File: src/rtl/core/sdf_pkg.sv
// sdf_pkg: shared types, constants and helper functions of the signed decimal formatter
// no dependencies; compile before every other file of the block

package sdf_pkg;

    localparam int VALUE_W   = 32;
    localparam int FW_W      = 6;
    localparam int PREC_W    = 6;
    localparam int CHAR_W    = 7;
    localparam int DIGITS    = 10;
    localparam int DIGIT_W   = 4;
    localparam int BCD_W     = DIGITS * DIGIT_W;
    localparam int NDIG_W    = 4;
    localparam int BIT_CNT_W = $clog2(VALUE_W);
    localparam int CALC_W    = 8;

    localparam logic [CHAR_W-1:0] CHAR_NUL   = 7'h00;
    localparam logic [CHAR_W-1:0] CHAR_SPACE = 7'h20;
    localparam logic [CHAR_W-1:0] CHAR_PLUS  = 7'h2B;
    localparam logic [CHAR_W-1:0] CHAR_MINUS = 7'h2D;
    localparam logic [CHAR_W-1:0] CHAR_ZERO  = 7'h30;

    typedef struct packed {
        logic [FW_W-1:0]          field_width;
        logic signed [PREC_W-1:0] precision;
        logic                     left_justify;
        logic                     zero_pad;
        logic                     force_plus;
        logic                     space_sign;
    } sdf_fmt_t;

    typedef struct packed {
        logic [BCD_W-1:0]  bcd;
        logic [NDIG_W-1:0] ndig;
        logic              neg;
        sdf_fmt_t          fmt;
    } sdf_conv_t;

    typedef enum logic [1:0] {
        CV_IDLE,
        CV_SHIFT,
        CV_NORM,
        CV_DONE
    } sdf_cv_state_t;

    typedef enum logic [1:0] {
        EM_IDLE,
        EM_RUN,
        EM_EMPTY
    } sdf_em_state_t;

    // add 3 to every digit of 5 or more ahead of the next left shift
    function automatic logic [BCD_W-1:0] bcd_adjust(input logic [BCD_W-1:0] bcd);
        logic [BCD_W-1:0]   res;
        logic [DIGIT_W-1:0] d;
        res = bcd;
        for (int i = 0; i < DIGITS; i++)
        begin
            d = bcd[i*DIGIT_W +: DIGIT_W];
            if (d >= DIGIT_W'(5))
            begin
                res[i*DIGIT_W +: DIGIT_W] = d + DIGIT_W'(3);
            end
        end
        return res;
    endfunction

    // every digit in 0..9
    function automatic logic bcd_valid(input logic [BCD_W-1:0] bcd);
        logic ok;
        ok = 1'b1;
        for (int i = 0; i < DIGITS; i++)
        begin
            if (bcd[i*DIGIT_W +: DIGIT_W] > DIGIT_W'(9))
            begin
                ok = 1'b0;
            end
        end
        return ok;
    endfunction

endpackage

File: src/rtl/core/sdf_channels.sv
// sdf_in_if / sdf_out_if: valid/ready channels of the signed decimal formatter
// depends on sdf_pkg for field widths

interface sdf_in_if;
    import sdf_pkg::*;

    logic                     valid;
    logic                     ready;
    logic signed [VALUE_W-1:0] value;
    logic [FW_W-1:0]          field_width;
    logic signed [PREC_W-1:0] precision;
    logic                     left_justify;
    logic                     zero_pad;
    logic                     force_plus;
    logic                     space_sign;

    modport source (
        output valid, value, field_width, precision,
               left_justify, zero_pad, force_plus, space_sign,
        input  ready
    );

    modport sink (
        input  valid, value, field_width, precision,
               left_justify, zero_pad, force_plus, space_sign,
        output ready
    );
endinterface

interface sdf_out_if;
    import sdf_pkg::*;

    logic              valid;
    logic              ready;
    logic [CHAR_W-1:0] character;
    logic              is_last;
    logic              empty_res;

    modport source (
        output valid, character, is_last, empty_res,
        input  ready
    );

    modport sink (
        input  valid, character, is_last, empty_res,
        output ready
    );
endinterface

File: src/rtl/core/sdf_bcd_conv.sv
// sdf_bcd_conv: bit-serial binary to bcd conversion (shift-add-3) of the magnitude
// depends on sdf_pkg and sdf_in_if

module sdf_bcd_conv (
    input  logic              clk,
    input  logic              rst_n,
    sdf_in_if.sink            in_ch,
    output sdf_pkg::sdf_conv_t conv,
    output logic              conv_valid,
    input  logic              conv_take
);
    import sdf_pkg::*;

    sdf_cv_state_t          state_reg, state_next;
    logic [BIT_CNT_W-1:0]   cnt_reg, cnt_next;
    logic [VALUE_W-1:0]     bin_reg, bin_next;
    logic [BCD_W-1:0]       bcd_reg, bcd_next;
    logic [NDIG_W-1:0]      ndig_reg, ndig_next;
    logic                   neg_reg, neg_next;
    sdf_fmt_t               fmt_reg, fmt_next;

    logic [VALUE_W-1:0]     raw;
    logic [VALUE_W-1:0]     mag;
    logic [BCD_W-1:0]       adj;
    logic                   top_zero;
    logic                   shrink;
    logic                   in_fire;

    assign raw      = in_ch.value;
    assign mag      = raw[VALUE_W-1] ? (~raw + VALUE_W'(1)) : raw;
    assign adj      = bcd_adjust(bcd_reg);
    assign top_zero = (bcd_reg[BCD_W-1 -: DIGIT_W] == '0);
    assign shrink   = top_zero && (ndig_reg > NDIG_W'(1));
    assign in_fire  = in_ch.valid && in_ch.ready;

    // next state
    always_comb
    begin
        state_next = state_reg;
        unique case (state_reg)
            CV_IDLE:
            begin
                if (in_ch.valid)
                begin
                    state_next = CV_SHIFT;
                end
            end
            CV_SHIFT:
            begin
                if (cnt_reg == BIT_CNT_W'(VALUE_W - 1))
                begin
                    state_next = CV_NORM;
                end
            end
            CV_NORM:
            begin
                if (!shrink)
                begin
                    state_next = CV_DONE;
                end
            end
            CV_DONE:
            begin
                if (conv_take)
                begin
                    state_next = CV_IDLE;
                end
            end
            default: state_next = CV_IDLE;
        endcase
    end

    // outputs
    always_comb
    begin
        in_ch.ready = (state_reg == CV_IDLE);
        conv_valid  = (state_reg == CV_DONE);
    end

    // datapath
    always_comb
    begin
        cnt_next  = cnt_reg;
        bin_next  = bin_reg;
        bcd_next  = bcd_reg;
        ndig_next = ndig_reg;
        neg_next  = neg_reg;
        fmt_next  = fmt_reg;
        unique case (state_reg)
            CV_IDLE:
            begin
                if (in_ch.valid)
                begin
                    cnt_next  = '0;
                    bin_next  = mag;
                    bcd_next  = '0;
                    neg_next  = raw[VALUE_W-1];
                    fmt_next.field_width  = in_ch.field_width;
                    fmt_next.precision    = in_ch.precision;
                    fmt_next.left_justify = in_ch.left_justify;
                    fmt_next.zero_pad     = in_ch.zero_pad;
                    fmt_next.force_plus   = in_ch.force_plus;
                    fmt_next.space_sign   = in_ch.space_sign;
                end
            end
            CV_SHIFT:
            begin
                bcd_next  = {adj[BCD_W-2:0], bin_reg[VALUE_W-1]};
                bin_next  = {bin_reg[VALUE_W-2:0], 1'b0};
                cnt_next  = cnt_reg + BIT_CNT_W'(1);
                ndig_next = NDIG_W'(DIGITS);
            end
            CV_NORM:
            begin
                // drop leading zero digits, one per cycle, keep at least one
                if (shrink)
                begin
                    bcd_next  = {bcd_reg[BCD_W-DIGIT_W-1:0], {DIGIT_W{1'b0}}};
                    ndig_next = ndig_reg - NDIG_W'(1);
                end
            end
            CV_DONE:
            begin
            end
            default:
            begin
            end
        endcase
    end

    always_ff @(posedge clk or negedge rst_n)
    begin
        if (!rst_n)
        begin
            state_reg <= CV_IDLE;
            cnt_reg   <= '0;
        end
        else
        begin
            state_reg <= state_next;
            cnt_reg   <= cnt_next;
        end
    end

    always_ff @(posedge clk)
    begin
        bin_reg  <= bin_next;
        bcd_reg  <= bcd_next;
        ndig_reg <= ndig_next;
        neg_reg  <= neg_next;
        fmt_reg  <= fmt_next;
    end

    assign conv.bcd  = bcd_reg;
    assign conv.ndig = ndig_reg;
    assign conv.neg  = neg_reg;
    assign conv.fmt  = fmt_reg;

    a_bcd_digits: assert property (@(posedge clk) disable iff (!rst_n)
        state_reg == CV_SHIFT |-> bcd_valid(bcd_reg))
        else $error("bcd digit out of range during conversion");

    a_ndig_range: assert property (@(posedge clk) disable iff (!rst_n)
        state_reg == CV_DONE |-> (ndig_reg >= NDIG_W'(1) && ndig_reg <= NDIG_W'(DIGITS)))
        else $error("digit count out of range");

    a_start: assert property (@(posedge clk) disable iff (!rst_n)
        in_fire |=> (state_reg == CV_SHIFT && cnt_reg == '0))
        else $error("conversion did not start after item");

endmodule

File: src/rtl/core/sdf_emitter.sv
// sdf_emitter: lays out padding, sign, zeros and digits and sends one character per cycle
// unless the output stalls; depends on sdf_pkg and sdf_out_if

module sdf_emitter #(
    parameter int MAX_WIDTH     = 32,
    parameter int MAX_PRECISION = 30
) (
    input  logic               clk,
    input  logic               rst_n,
    input  sdf_pkg::sdf_conv_t conv,
    input  logic               conv_valid,
    output logic               conv_take,
    sdf_out_if.source          out_ch
);
    import sdf_pkg::*;

    localparam int MAX_LEN = (MAX_WIDTH > MAX_PRECISION + 1) ? MAX_WIDTH : MAX_PRECISION + 1;
    localparam int CNT_W   = $clog2(MAX_LEN + 1);

    sdf_em_state_t       state_reg, state_next;
    logic [CNT_W-1:0]    pos_reg, pos_next;
    logic [CNT_W-1:0]    b1_reg, b2_reg, b3_reg, b4_reg, total_reg;
    logic [CHAR_W-1:0]   sign_reg;
    logic [BCD_W-1:0]    dig_reg, dig_next;
    logic                out_valid_reg, out_valid_next;
    logic [CHAR_W-1:0]   out_char_reg;
    logic                out_last_reg;
    logic                out_empty_reg;

    // layout of the incoming item
    logic [CALC_W-1:0]   fw_ext, width_c, prec_ext, prec_c, nd_c, nsign_c;
    logic [CALC_W-1:0]   len_c, zeros_c, body_c, spaces_c;
    logic [CALC_W-1:0]   b1_c, b2_c, b3_c, b4_c, total_c;
    logic                has_prec, mag_zero;
    logic [CHAR_W-1:0]   sign_c;

    logic                adv;
    logic                out_load;
    logic                in_digits;
    logic                last_c;
    logic [CHAR_W-1:0]   char_c;

    always_comb
    begin
        fw_ext   = CALC_W'(conv.fmt.field_width);
        width_c  = (fw_ext > CALC_W'(MAX_WIDTH)) ? CALC_W'(MAX_WIDTH) : fw_ext;
        has_prec = !conv.fmt.precision[PREC_W-1];
        prec_ext = CALC_W'(conv.fmt.precision[PREC_W-2:0]);
        if (!has_prec)
        begin
            prec_c = '0;
        end
        else if (prec_ext > CALC_W'(MAX_PRECISION))
        begin
            prec_c = CALC_W'(MAX_PRECISION);
        end
        else
        begin
            prec_c = prec_ext;
        end
        mag_zero = (conv.ndig == NDIG_W'(1)) && (conv.bcd[BCD_W-1 -: DIGIT_W] == '0);
        // zero value with zero precision prints no digits
        nd_c = (has_prec && prec_c == '0 && mag_zero) ? '0 : CALC_W'(conv.ndig);

        priority if (conv.neg)
        begin
            sign_c = CHAR_MINUS;
        end
        else if (conv.fmt.force_plus)
        begin
            sign_c = CHAR_PLUS;
        end
        else if (conv.fmt.space_sign)
        begin
            sign_c = CHAR_SPACE;
        end
        else
        begin
            sign_c = CHAR_NUL;
        end
        nsign_c = CALC_W'(sign_c != CHAR_NUL);
        len_c   = nd_c + nsign_c;

        zeros_c = '0;
        if (has_prec && prec_c > nd_c)
        begin
            zeros_c = prec_c - nd_c;
        end
        if (!has_prec && !conv.fmt.left_justify && conv.fmt.zero_pad && width_c > len_c)
        begin
            zeros_c = width_c - len_c;
        end
        body_c   = len_c + zeros_c;
        spaces_c = (width_c > body_c) ? (width_c - body_c) : '0;

        b1_c    = conv.fmt.left_justify ? '0 : spaces_c;
        b2_c    = b1_c + nsign_c;
        b3_c    = b2_c + zeros_c;
        b4_c    = b3_c + nd_c;
        total_c = b4_c + (conv.fmt.left_justify ? spaces_c : '0);
    end

    assign adv = !out_valid_reg || out_ch.ready;

    // character at the current position
    always_comb
    begin
        in_digits = 1'b0;
        priority if (pos_reg < b1_reg)
        begin
            char_c = CHAR_SPACE;
        end
        else if (pos_reg < b2_reg)
        begin
            char_c = sign_reg;
        end
        else if (pos_reg < b3_reg)
        begin
            char_c = CHAR_ZERO;
        end
        else if (pos_reg < b4_reg)
        begin
            char_c    = CHAR_ZERO + CHAR_W'(dig_reg[BCD_W-1 -: DIGIT_W]);
            in_digits = 1'b1;
        end
        else
        begin
            char_c = CHAR_SPACE;
        end
        last_c = (pos_reg == total_reg - CNT_W'(1));
    end

    // next state
    always_comb
    begin
        state_next = state_reg;
        unique case (state_reg)
            EM_IDLE:
            begin
                if (conv_valid)
                begin
                    state_next = (total_c == '0) ? EM_EMPTY : EM_RUN;
                end
            end
            EM_RUN:
            begin
                if (adv && last_c)
                begin
                    state_next = EM_IDLE;
                end
            end
            EM_EMPTY:
            begin
                if (adv)
                begin
                    state_next = EM_IDLE;
                end
            end
            default: state_next = EM_IDLE;
        endcase
    end

    // outputs
    always_comb
    begin
        conv_take = (state_reg == EM_IDLE) && conv_valid;
        out_load  = adv && (state_reg == EM_RUN || state_reg == EM_EMPTY);
    end

    always_comb
    begin
        pos_next = pos_reg;
        dig_next = dig_reg;
        if (conv_take)
        begin
            pos_next = '0;
            dig_next = conv.bcd;
        end
        else if (state_reg == EM_RUN && adv)
        begin
            pos_next = pos_reg + CNT_W'(1);
            if (in_digits)
            begin
                dig_next = {dig_reg[BCD_W-DIGIT_W-1:0], {DIGIT_W{1'b0}}};
            end
        end
    end

    always_comb
    begin
        if (out_load)
        begin
            out_valid_next = 1'b1;
        end
        else if (out_ch.ready)
        begin
            out_valid_next = 1'b0;
        end
        else
        begin
            out_valid_next = out_valid_reg;
        end
    end

    always_ff @(posedge clk or negedge rst_n)
    begin
        if (!rst_n)
        begin
            state_reg     <= EM_IDLE;
            pos_reg       <= '0;
            out_valid_reg <= 1'b0;
        end
        else
        begin
            state_reg     <= state_next;
            pos_reg       <= pos_next;
            out_valid_reg <= out_valid_next;
        end
    end

    always_ff @(posedge clk)
    begin
        dig_reg <= dig_next;
        if (conv_take)
        begin
            b1_reg    <= CNT_W'(b1_c);
            b2_reg    <= CNT_W'(b2_c);
            b3_reg    <= CNT_W'(b3_c);
            b4_reg    <= CNT_W'(b4_c);
            total_reg <= CNT_W'(total_c);
            sign_reg  <= sign_c;
        end
        if (out_load)
        begin
            out_char_reg  <= (state_reg == EM_EMPTY) ? CHAR_NUL : char_c;
            out_last_reg  <= (state_reg == EM_EMPTY) ? 1'b1 : last_c;
            out_empty_reg <= (state_reg == EM_EMPTY);
        end
    end

    assign out_ch.valid     = out_valid_reg;
    assign out_ch.character = out_char_reg;
    assign out_ch.is_last   = out_last_reg;
    assign out_ch.empty_res = out_empty_reg;

    a_empty_last: assert property (@(posedge clk) disable iff (!rst_n)
        (out_valid_reg && out_empty_reg) |-> (out_last_reg && out_char_reg == CHAR_NUL))
        else $error("empty item not marked last");

    a_pos_bound: assert property (@(posedge clk) disable iff (!rst_n)
        state_reg == EM_RUN |-> pos_reg < total_reg)
        else $error("position past end of text");

    a_take_starts: assert property (@(posedge clk) disable iff (!rst_n)
        conv_take |=> (state_reg == EM_RUN || state_reg == EM_EMPTY))
        else $error("taken item not emitted");

endmodule

File: src/rtl/core/signed_decimal_formatter_unit.sv
// signed_decimal_formatter_unit: top level of the printf %d formatter
// depends on sdf_pkg, sdf_channels, sdf_bcd_conv and sdf_emitter

// Formats one signed 32-bit value per input item as printf %d text and sends it out one
// ASCII character per output item, with is_last on the final character; a text of no
// characters comes out as a single item with empty_res and is_last set. Field width is
// clamped to MAX_WIDTH and precision to MAX_PRECISION; any negative precision means none.
// After the item is accepted, the bit-serial bcd converter shifts in the magnitude, one bit
// per cycle, then drops leading zero digits, one digit per cycle, and then holds the digits
// until the emitter is idle and takes them. The emitter then sends one character per cycle,
// as many characters as the text is long (up to max(MAX_WIDTH, MAX_PRECISION + 1, 11)),
// slowed only by output back-pressure. Conversion of the next item overlaps emission of the
// current one. Input ready is high whenever the converter is free.
module signed_decimal_formatter_unit #(
    parameter int MAX_WIDTH     = 32,
    parameter int MAX_PRECISION = 30
) (
    input  logic      clk,
    input  logic      rst_n,
    sdf_in_if.sink    in_ch,
    sdf_out_if.source out_ch
);
    import sdf_pkg::*;

    // converted magnitude, digit count, sign and format flags
    sdf_conv_t conv;
    logic      conv_valid;
    logic      conv_take;

    // bit-serial shift-add-3 conversion
    sdf_bcd_conv u_conv (
        .clk        (clk),
        .rst_n      (rst_n),
        .in_ch      (in_ch),
        .conv       (conv),
        .conv_valid (conv_valid),
        .conv_take  (conv_take)
    );

    // layout and one-character-per-cycle output unless stalled, with its own output register
    sdf_emitter #(
        .MAX_WIDTH     (MAX_WIDTH),
        .MAX_PRECISION (MAX_PRECISION)
    ) u_emit (
        .clk        (clk),
        .rst_n      (rst_n),
        .conv       (conv),
        .conv_valid (conv_valid),
        .conv_take  (conv_take),
        .out_ch     (out_ch)
    );

endmodule

File: src/flat_wrapper.sv
// flat-port wrapper written by rule: the top's interface ports become plain ports
module signed_decimal_formatter_unit_flat import sdf_pkg::*;
#(
    parameter int MAX_WIDTH     = 32,
    parameter int MAX_PRECISION = 30
)
  (clk, rst_n, in_ch_valid, in_ch_value, in_ch_field_width, in_ch_precision, in_ch_left_justify, in_ch_zero_pad, in_ch_force_plus, in_ch_space_sign, in_ch_ready, out_ch_valid, out_ch_character, out_ch_is_last, out_ch_empty_res, out_ch_ready);
  sdf_in_if in_ch_i ();
  sdf_out_if out_ch_i ();
  input  logic clk;
  input  logic rst_n;
  input wire logic [$bits(in_ch_i.valid)-1:0] in_ch_valid;
  input wire logic [$bits(in_ch_i.value)-1:0] in_ch_value;
  input wire logic [$bits(in_ch_i.field_width)-1:0] in_ch_field_width;
  input wire logic [$bits(in_ch_i.precision)-1:0] in_ch_precision;
  input wire logic [$bits(in_ch_i.left_justify)-1:0] in_ch_left_justify;
  input wire logic [$bits(in_ch_i.zero_pad)-1:0] in_ch_zero_pad;
  input wire logic [$bits(in_ch_i.force_plus)-1:0] in_ch_force_plus;
  input wire logic [$bits(in_ch_i.space_sign)-1:0] in_ch_space_sign;
  output wire logic [$bits(in_ch_i.ready)-1:0] in_ch_ready;
  output wire logic [$bits(out_ch_i.valid)-1:0] out_ch_valid;
  output wire logic [$bits(out_ch_i.character)-1:0] out_ch_character;
  output wire logic [$bits(out_ch_i.is_last)-1:0] out_ch_is_last;
  output wire logic [$bits(out_ch_i.empty_res)-1:0] out_ch_empty_res;
  input wire logic [$bits(out_ch_i.ready)-1:0] out_ch_ready;
  assign in_ch_i.valid = in_ch_valid;
  assign in_ch_i.value = in_ch_value;
  assign in_ch_i.field_width = in_ch_field_width;
  assign in_ch_i.precision = in_ch_precision;
  assign in_ch_i.left_justify = in_ch_left_justify;
  assign in_ch_i.zero_pad = in_ch_zero_pad;
  assign in_ch_i.force_plus = in_ch_force_plus;
  assign in_ch_i.space_sign = in_ch_space_sign;
  assign in_ch_ready = in_ch_i.ready;
  assign out_ch_valid = out_ch_i.valid;
  assign out_ch_character = out_ch_i.character;
  assign out_ch_is_last = out_ch_i.is_last;
  assign out_ch_empty_res = out_ch_i.empty_res;
  assign out_ch_i.ready = out_ch_ready;
  signed_decimal_formatter_unit #(.MAX_WIDTH(MAX_WIDTH), .MAX_PRECISION(MAX_PRECISION)) u_core (.clk(clk), .rst_n(rst_n), .in_ch(in_ch_i), .out_ch(out_ch_i));
endmodule
File: config.mk
export PLATFORM = sky130hd
export DESIGN_NAME = signed_decimal_formatter_unit_flat
export DESIGN_NICKNAME = d
export VERILOG_FILES = /design/src/rtl/core/sdf_pkg.sv /design/src/rtl/core/sdf_channels.sv /design/src/rtl/core/sdf_bcd_conv.sv /design/src/rtl/core/sdf_emitter.sv /design/src/rtl/core/signed_decimal_formatter_unit.sv /design/src/flat_wrapper.sv
export SDC_FILE = /design/constraint.sdc
export NUM_CORES = 1
export LEC_CHECK = 0
export ABC_CLOCK_PERIOD_IN_PS = 23300
export BUFFER_PORTS_ARGS = -buffer_cell sky130_fd_sc_hd__clkbuf_2
export CORE_MARGIN = 10
export CORE_UTILIZATION = 40
export CTS_CLUSTER_DIAMETER = 60
export CTS_CLUSTER_SIZE = 28
export DETAILED_ROUTE_END_ITERATION = 8
export GPL_TIMING_DRIVEN = 0
export HOLD_SLACK_MARGIN = 0.12
export PLACE_DENSITY = 0.57
export SLEW_MARGIN = 30
export SYNTH_ARGS = -nofsm -noshare
export SYNTH_HDL_FRONTEND = slang
export SYNTH_HIERARCHICAL = 1
export SYNTH_SLANG_ARGS = --single-unit
File: constraint.sdc
create_clock -name clk -period 23.3 [get_ports clk]
set_clock_uncertainty 0.1 [all_clocks]
set_input_delay 0 -clock clk [delete_from_list [all_inputs] [get_ports clk]]
set_output_delay 0 -clock clk [all_outputs]
set_load 0.05 [all_outputs]
======== Word-level counts from Yosys, hierarchy flattened ========
Cells that the tools add are included.
storage, ports and cells
  register bits after elaboration ......... 195
  input bits .............................. 52
  output and inout bits ................... 11
  logic and storage cells ................. 182
operators by class
  $add $sub $neg .......................... 25
  $lt $le $gt $ge ......................... 20
  eq/ne operators ......................... 16
  muxes and demuxes ....................... 57
  bitwise logic cells ..................... 1
  reduce and logical (&&, ||, !) cells .... 37
operator list
  cell                                                                    number
  40-bit two-way mux                                                      5
  40-bit case mux with 3 select lines                                     1
  32-bit two-way mux                                                      2
  32-bit case mux with 2 select lines                                     1
  8-bit two-way mux                                                       6
  4-bit two-way mux                                                       11
  6-bit two-way mux                                                       7
  4-bit by 3-bit >= comparator with 1-bit output (second input constant)  10
  4-bit by 2-bit adder with 4-bit output (second input constant)          9
  32-bit by 1-bit adder with 32-bit output (second input constant)        1
  32-bit inverter                                                         1
  6-bit less-than comparator                                              4
  7-bit two-way mux                                                       3
  8-bit adder                                                             2
  8-bit zero test                                                         2
  2-bit two-way mux                                                       8
  2-bit != test (second input constant)                                   7
  1-bit logical AND                                                       12
  5-bit two-way mux                                                       2
  5-bit case mux with 2 select lines                                      1
  2-bit nonzero test                                                      5
  5-bit by 8-bit adder with 8-bit output                                  1
  8-bit by 1-bit adder with 8-bit output                                  1
  8-bit by 4-bit adder with 8-bit output                                  1
  37 further kinds                                                        53

======== Longest topological paths before layout ========
  depth in word-level cells ............... 23
  depth in mapped cells ................... 47

======== By module ========
The synthesis kept the hierarchy.
modules (own cells, without submodules)
  module        times used  cells each  area each (um^2)
  sdf_emitter   1           648         6411.1
  sdf_bcd_conv  1           575         6018.3

======== Least setup slack after synthesis ========
No wires, ideal clock.
  path type ............................... register -> register
  from .................................... register u_core.u_conv.ndig_reg[2]
  to ...................................... register u_core.u_emit.state_reg[0]
  library setup time ...................... 0.122 ns
  data arrival time ....................... 9.172 ns
  setup slack ............................. 13.906 ns
  cell stages (with the launch flop) ...... 40
  buffers on the path ..................... 1
  cell sequence ........................... edfxtp_1 nor4_1 a41oi_1 ha_1 ha_1 fa_1 inv_1 maj3_2 a2111oi_4 or3_1 clkbuf_2 o21ai_0 inv_1 fa_1 xor2_1 xnor2_1 ha_1 nor2b_1 [4 not listed] a21oi_1 nor4b_4 nor3b_1 ha_1 ha_1 inv_1 fa_1 inv_1 fa_1 ha_1 a21o_1 a21oi_1 xnor2_1 or4_1 or4_1 nand4b_1 a21boi_0 a32o_1
on the way
  word-level cells in the longest chain between the ends .. 20
  elaborated cells on any way between the ends .. 27
  those cells by class .................... add/sub: 9; order compare: 3; eq/ne: 1; mux: 9; reduce/logical: 5
RTL lines
  item                                                                                                            line                                  RTL
  from (decl)                                                                                                     sdf_bcd_conv.sv:18                    logic [NDIG_W-1:0] ndig_reg, ndig_next;
  from (signal assigned)                                                                                          sdf_bcd_conv.sv:149                   ndig_reg <= ndig_next;
  4-bit by 1-bit == test with 1-bit output                                                                        sdf_emitter.sv:61                     mag_zero = (conv.ndig == NDIG_W'(1)) && (conv.bcd[BCD_W-1 -: DIGIT_W] == '0);
  1-bit logical AND                                                                                               sdf_emitter.sv:61
  1-bit logical AND                                                                                               sdf_emitter.sv:63                     nd_c = (has_prec && prec_c == '0 && mag_zero) ? '0 : CALC_W'(conv.ndig);
  4-bit two-way mux *                                                                                             sdf_emitter.sv:63
  4-bit by 1-bit adder with 5-bit output / 8-bit by 4-bit > comparator with 1-bit output (equally long branches)  sdf_emitter.sv:82, sdf_emitter.sv:85
  6-bit by 5-bit > comparator with 1-bit output / 1-bit logical AND (equally long branches)                       sdf_emitter.sv:89, sdf_emitter.sv:85
  1-bit logical AND / 8-bit two-way mux (equally long branches)                                                   sdf_emitter.sv:89, sdf_emitter.sv:85
  8-bit two-way mux                                                                                               sdf_emitter.sv:89                     if (!has_prec && !conv.fmt.left_justify && conv.fmt.zero_pad && width_c > len_c)
  [4 not listed]                                                                                                  --
  named net u_core.u_emit.b1_c[0]                                                                                 sdf_emitter.sv:33                     logic [CALC_W-1:0] b1_c, b2_c, b3_c, b4_c, total_c;
  [1 not listed]                                                                                                  --
  named net u_core.u_emit.b2_c[0]                                                                                 sdf_emitter.sv:33
  [1 not listed]                                                                                                  --
  named net u_core.u_emit.b3_c[1]                                                                                 sdf_emitter.sv:33
  8-bit by 4-bit adder with 8-bit output *                                                                        sdf_emitter.sv:99                     b4_c = b3_c + nd_c;
  named net u_core.u_emit.b4_c[1]                                                                                 sdf_emitter.sv:33
  8-bit adder *                                                                                                   sdf_emitter.sv:100                    total_c = b4_c + (conv.fmt.left_justify ? spaces_c : '0);
  named net u_core.u_emit.total_c[3]                                                                              sdf_emitter.sv:33
  8-bit zero test *                                                                                               sdf_emitter.sv:142                    state_next = (total_c == '0) ? EM_EMPTY : EM_RUN;
  2-bit two-way mux *                                                                                             sdf_emitter.sv:142
  2-bit two-way mux *                                                                                             sdf_emitter.sv:140                    if (conv_valid)
  2-bit case mux with 3 select lines *                                                                            sdf_emitter.sv:137                    unique case (state_reg)
  to (signal assigned)                                                                                            sdf_emitter.sv:215                    state_reg <= state_next;
  to (decl)                                                                                                       sdf_emitter.sv:20                     sdf_em_state_t state_reg, state_next;
The timed path passes the listed nets; every way through them passes the cells marked *. The select of a mux whose other input is x is not followed.
A chain may end at the register's enable or synchronous reset.

======== Worst setup path after layout ========
  from .................................... register u_core.u_conv.fmt_reg, in the netlist u_core/u_conv/conv[9]
  to ...................................... register u_core.u_emit.state_reg[1]
on the way
  word-level cells in the longest chain between the ends .. 21
  elaborated cells on any way between the ends .. 31
  those cells by class .................... add/sub: 9; order compare: 3; mux: 10; reduce/logical: 9
RTL lines
  item                                                                                                            line                                  RTL
  from (decl)                                                                                                     sdf_bcd_conv.sv:20                    sdf_fmt_t fmt_reg, fmt_next;
  from (signal assigned)                                                                                          sdf_bcd_conv.sv:151                   fmt_reg <= fmt_next;
  8-bit two-way mux                                                                                               sdf_emitter.sv:49                     if (!has_prec)
  8-bit zero test                                                                                                 sdf_emitter.sv:63
  1-bit logical AND (2 in a row)                                                                                  sdf_emitter.sv:63
  4-bit two-way mux                                                                                               sdf_emitter.sv:63
  4-bit by 1-bit adder with 5-bit output / 8-bit by 4-bit > comparator with 1-bit output (equally long branches)  sdf_emitter.sv:82, sdf_emitter.sv:85
  6-bit by 5-bit > comparator with 1-bit output / 1-bit logical AND (equally long branches)                       sdf_emitter.sv:89, sdf_emitter.sv:85
  1-bit logical AND / 8-bit two-way mux (equally long branches)                                                   sdf_emitter.sv:89, sdf_emitter.sv:85
  8-bit two-way mux                                                                                               sdf_emitter.sv:89
  [4 not listed]                                                                                                  --
  named net u_core.u_emit.b1_c[0]                                                                                 sdf_emitter.sv:33
  [1 not listed]                                                                                                  --
  named net u_core.u_emit.b2_c[1]                                                                                 sdf_emitter.sv:33
  [1 not listed]                                                                                                  --
  named net u_core.u_emit.b3_c[2]                                                                                 sdf_emitter.sv:33
  8-bit by 4-bit adder with 8-bit output *                                                                        sdf_emitter.sv:99
  named net u_core.u_emit.b4_c[5]                                                                                 sdf_emitter.sv:33
  8-bit adder *                                                                                                   sdf_emitter.sv:100
  8-bit zero test *                                                                                               sdf_emitter.sv:142
  2-bit two-way mux *                                                                                             sdf_emitter.sv:142
  2-bit two-way mux *                                                                                             sdf_emitter.sv:140
  2-bit case mux with 3 select lines *                                                                            sdf_emitter.sv:137
Marked as above.

==> metrics.yaml <==
placement:
  place_hpwl_um: 22280
  gp_congestion: 0.8664
  portBuffers: 60
detailed_routing:
  drcViolationCount: 0
  first_pass_iters: 6
  via_per_inst: 5.348
  wl_um: 30350
  drt_iter0_drc: 801
  ant_nets: 0
  wl_per_cell_um: 16.96
  vias: 9573
setup_path:
  cp_common_cell: "ha_1"
  slowest_stage: "a41oi_1"
  crit_type: "reg2reg"
  required_ns: 23.51
  crit_family: "adder cells"
  setup.worst_path.start_class: "flop"
  worstPathMaxFanout: 10
  cpPeakStageDelay_ns: 0.53
  arrival_ns: 11.54
  endpoint_kind: "flop"
  crit_buf_inv: 5
worst_hold_path:
  hp-class: "in2reg"
power:
  swShare_pct: 44.03
  total_power_mw: 2.312
  combinationalPowerShare_pct: 56.0
  power.internal_mw: 1.294
  clkPwrFrac_pct: 12.8
  power.density_mw_per_mm2: 157.6
  peakVddDrop_v: 0.00006790
  p_sw_mw: 1.018
  sequentialPowerShare_pct: 31.2
  p_leak_nw: 6.009
clocking:
  clock-sinks: 191
  cts_max_level: 4
  postCtsSetupBuffers: 0
  cts_buffers: 17
  cts_tree: "yes"
  clock_path_buffers: 2
  clkTransAtPathRegs_ns: 0.07
  cts_resized: 0
  clkLatencyLatePin_ns: 0.45
  cts-root-buf: "clkbuf_16"
die:
  start_util_pct: 40.63
  die_x_um: 196.3
  io_pins: 63
  die_y_um: 196.3
  coreArea_mm2: 0.03059
  dieArea_mm2: 0.03852
  num_rows: 64
synth:
  ys.flop_type: "edfxtp_1"
  synthDistinctLibCells: 91
  yosysMostFrequentCell: "edfxtp_1"
  netlist_area_mm2: 0.01243
  avgSynthCellArea_um2: 10.16
  syn-instance-count: 1223
  synth_edf_count: 175
  ys_warn_count: 6
  synth_top_cell_area_share_pct: 42.28
  synth_seq_area_share_pct: 45.50
  async_reset_ff_share_pct: 8.377
  yosysTopAreaCell: "edfxtp_1"
  synth_area_leaders: "edfxtp_1, ha_1, nand2_1"
  synth_common_cells: "edfxtp_1, nand2_1, ha_1"
  ys_ff_latch: 191
final_layout:
  synthToLayoutAreaGrowth_pct: 18.05
  num_antenna_cells: 0
  final_net_count: 1536
  fin_util_pct: 47.97
  drive_gt1_share_pct: 10.55
global_route:
  grt_pass1_wl_um: 50030
  grt_max_degree: 35
  overflow: 0
  track_usage_pct: 15.86
  grt_antenna_before_repair: 0
  grt_pass1_vias: 9559
sta:
  final.setup.tns_ns: 0
  maxSlewHeadroom_pct: 39.38
  worstMarginPinSlew_ns: 0.9093
  holdWs_ns: 0.1591
  min_period_ns: 11.33
  drv_slew: 0
  finalHoldViolCount: 0
  clock.fmax_mhz: 88.29
  setup_violations: 0
  grt_setup_unrepaired: "false"
  period_share_pct: 48.61
status:
  status: "complete, no violations"
flow_run:
  cap_violations: 0
-- layout make-up --
type	count	area (um2)
clock buffers	17	425.4
clock inverters	15	171.4
fillers	2911	15920
multi-input cells	895	6246
inverters	87	326.6
flip-flops and latches	191	5655
repair buffers	138	1120
plain buffers	51	232.7
well taps	396	495.5
-- layout by cell type, fill, tap and decap left out, drive strengths merged, types with 6 or more instances in the layout --
master         n
clkbuf       113
or3           15
nor3b         17
fa             7
xor2          35
a32o           6
edfxtp       175
or2           11
o22ai         16
nor3          21
dlygate4sd3   73
nor4          10
nand2b        30
o21ai         59
nand3         28
dfrtp         16
inv           95
o211ai         7
nor2b         21
clkinv         6
nor2          65
buf           19
mux2i          7
xnor2         38
or4           16
nand4         14
mux2          10
a21oi         63
a21o          26
o32ai          8
ha            96
nand2        163
and3          15
-- power groups by stage --
stage / Combinational (mW) / Sequential, mW / Clock (mW)
6_report: 1.29 / 0.721 / 0.297
2_1_floorplan: 0.924 / 0.727 / 0
4_1_cts: 1.30 / 0.722 / 0.305
3_3_place_gp: 1.22 / 0.738 / 0
5_1_grt: 1.45 / 0.741 / 0.319
3_5_place_dp: 1.26 / 0.729 / 0
-- through the flow --
stage                     cell area, um2  std cells  setup WS [ns]
after global routing               14670       1790          10.99
after global placement             13230       1680          12.02
final                              14670       1790          11.97
after detailed placement           13340       1685          12.00
after floorplan                    12430       1224          13.91
after CTS                          14670       1790          11.93
-- what timing repair did --
| action | 4_1_cts | 5_1_grt |
|---|---|---|
| endpoints found under the setup margin | 0 | 0 |
| hold buffers | 73 | 0 |
| endpoints found under the hold margin | 71 | 0 |
-- worst reg2reg max path, delay by kind of cell, from the launching register on --
kind | cells | cell delay [ns]
flops | 1 | 0.32
xor+xnor | 6 | 1.44
fa+ha+maj | 11 | 3.42
simple gates | 13 | 2.52
compound gates | 11 | 2.49
buf+inv | 5 | 0.90
-- layer usage --
layer  track usage [%]  vias to the layer above  wire length (um)
li1                  -                     4765                 -
met1             20.82                     4577             14320
met2             26.11                      207             14400
met3             2.779                       24              1265
met4             4.638                        0               361
met5                 0                        -                 0
-- worst paths after layout --
kind / cells past startpoint / from / endpoint / slack (ns)
max in group asynchronous: 3 / rst_n / u_core/u_conv/cnt_reg[2] / 21.92
min in group asynchronous: 3 / rst_n / u_core/u_emit/out_ch.valid / 0.63
setup / recovery: 46 / u_core/u_conv/conv[9] / u_core/u_emit/state_reg[1] / 11.97
setup reg to reg: 46 / u_core/u_conv/conv[9] / u_core/u_emit/state_reg[1] / 11.97
hold reg to reg: 2 / u_core/u_emit/dig_reg[15] / u_core/u_emit/dig_reg[19] / 0.41
hold / removal: 2 / in_ch_field_width[0] / u_core/u_conv/conv[10] / 0.16
-- logic make-up (layout without fill, tap and decap cells) --
family	count (synthesis)	in the layout	share of synthesized area, %
AND/OR/NAND/NOR	450	450	18.67
other	1	2	0.03017
buffers and inverters	138	308	4.490
multiplexers	17	17	1.470
adder cells (fa/ha/maj)	105	105	10.96
AO/OA/AOI/OAI	247	247	13.34
flip-flops	191	191	45.50
XOR/XNOR	74	74	5.537
No activity file was read; power rests on OpenSTA's default activity.
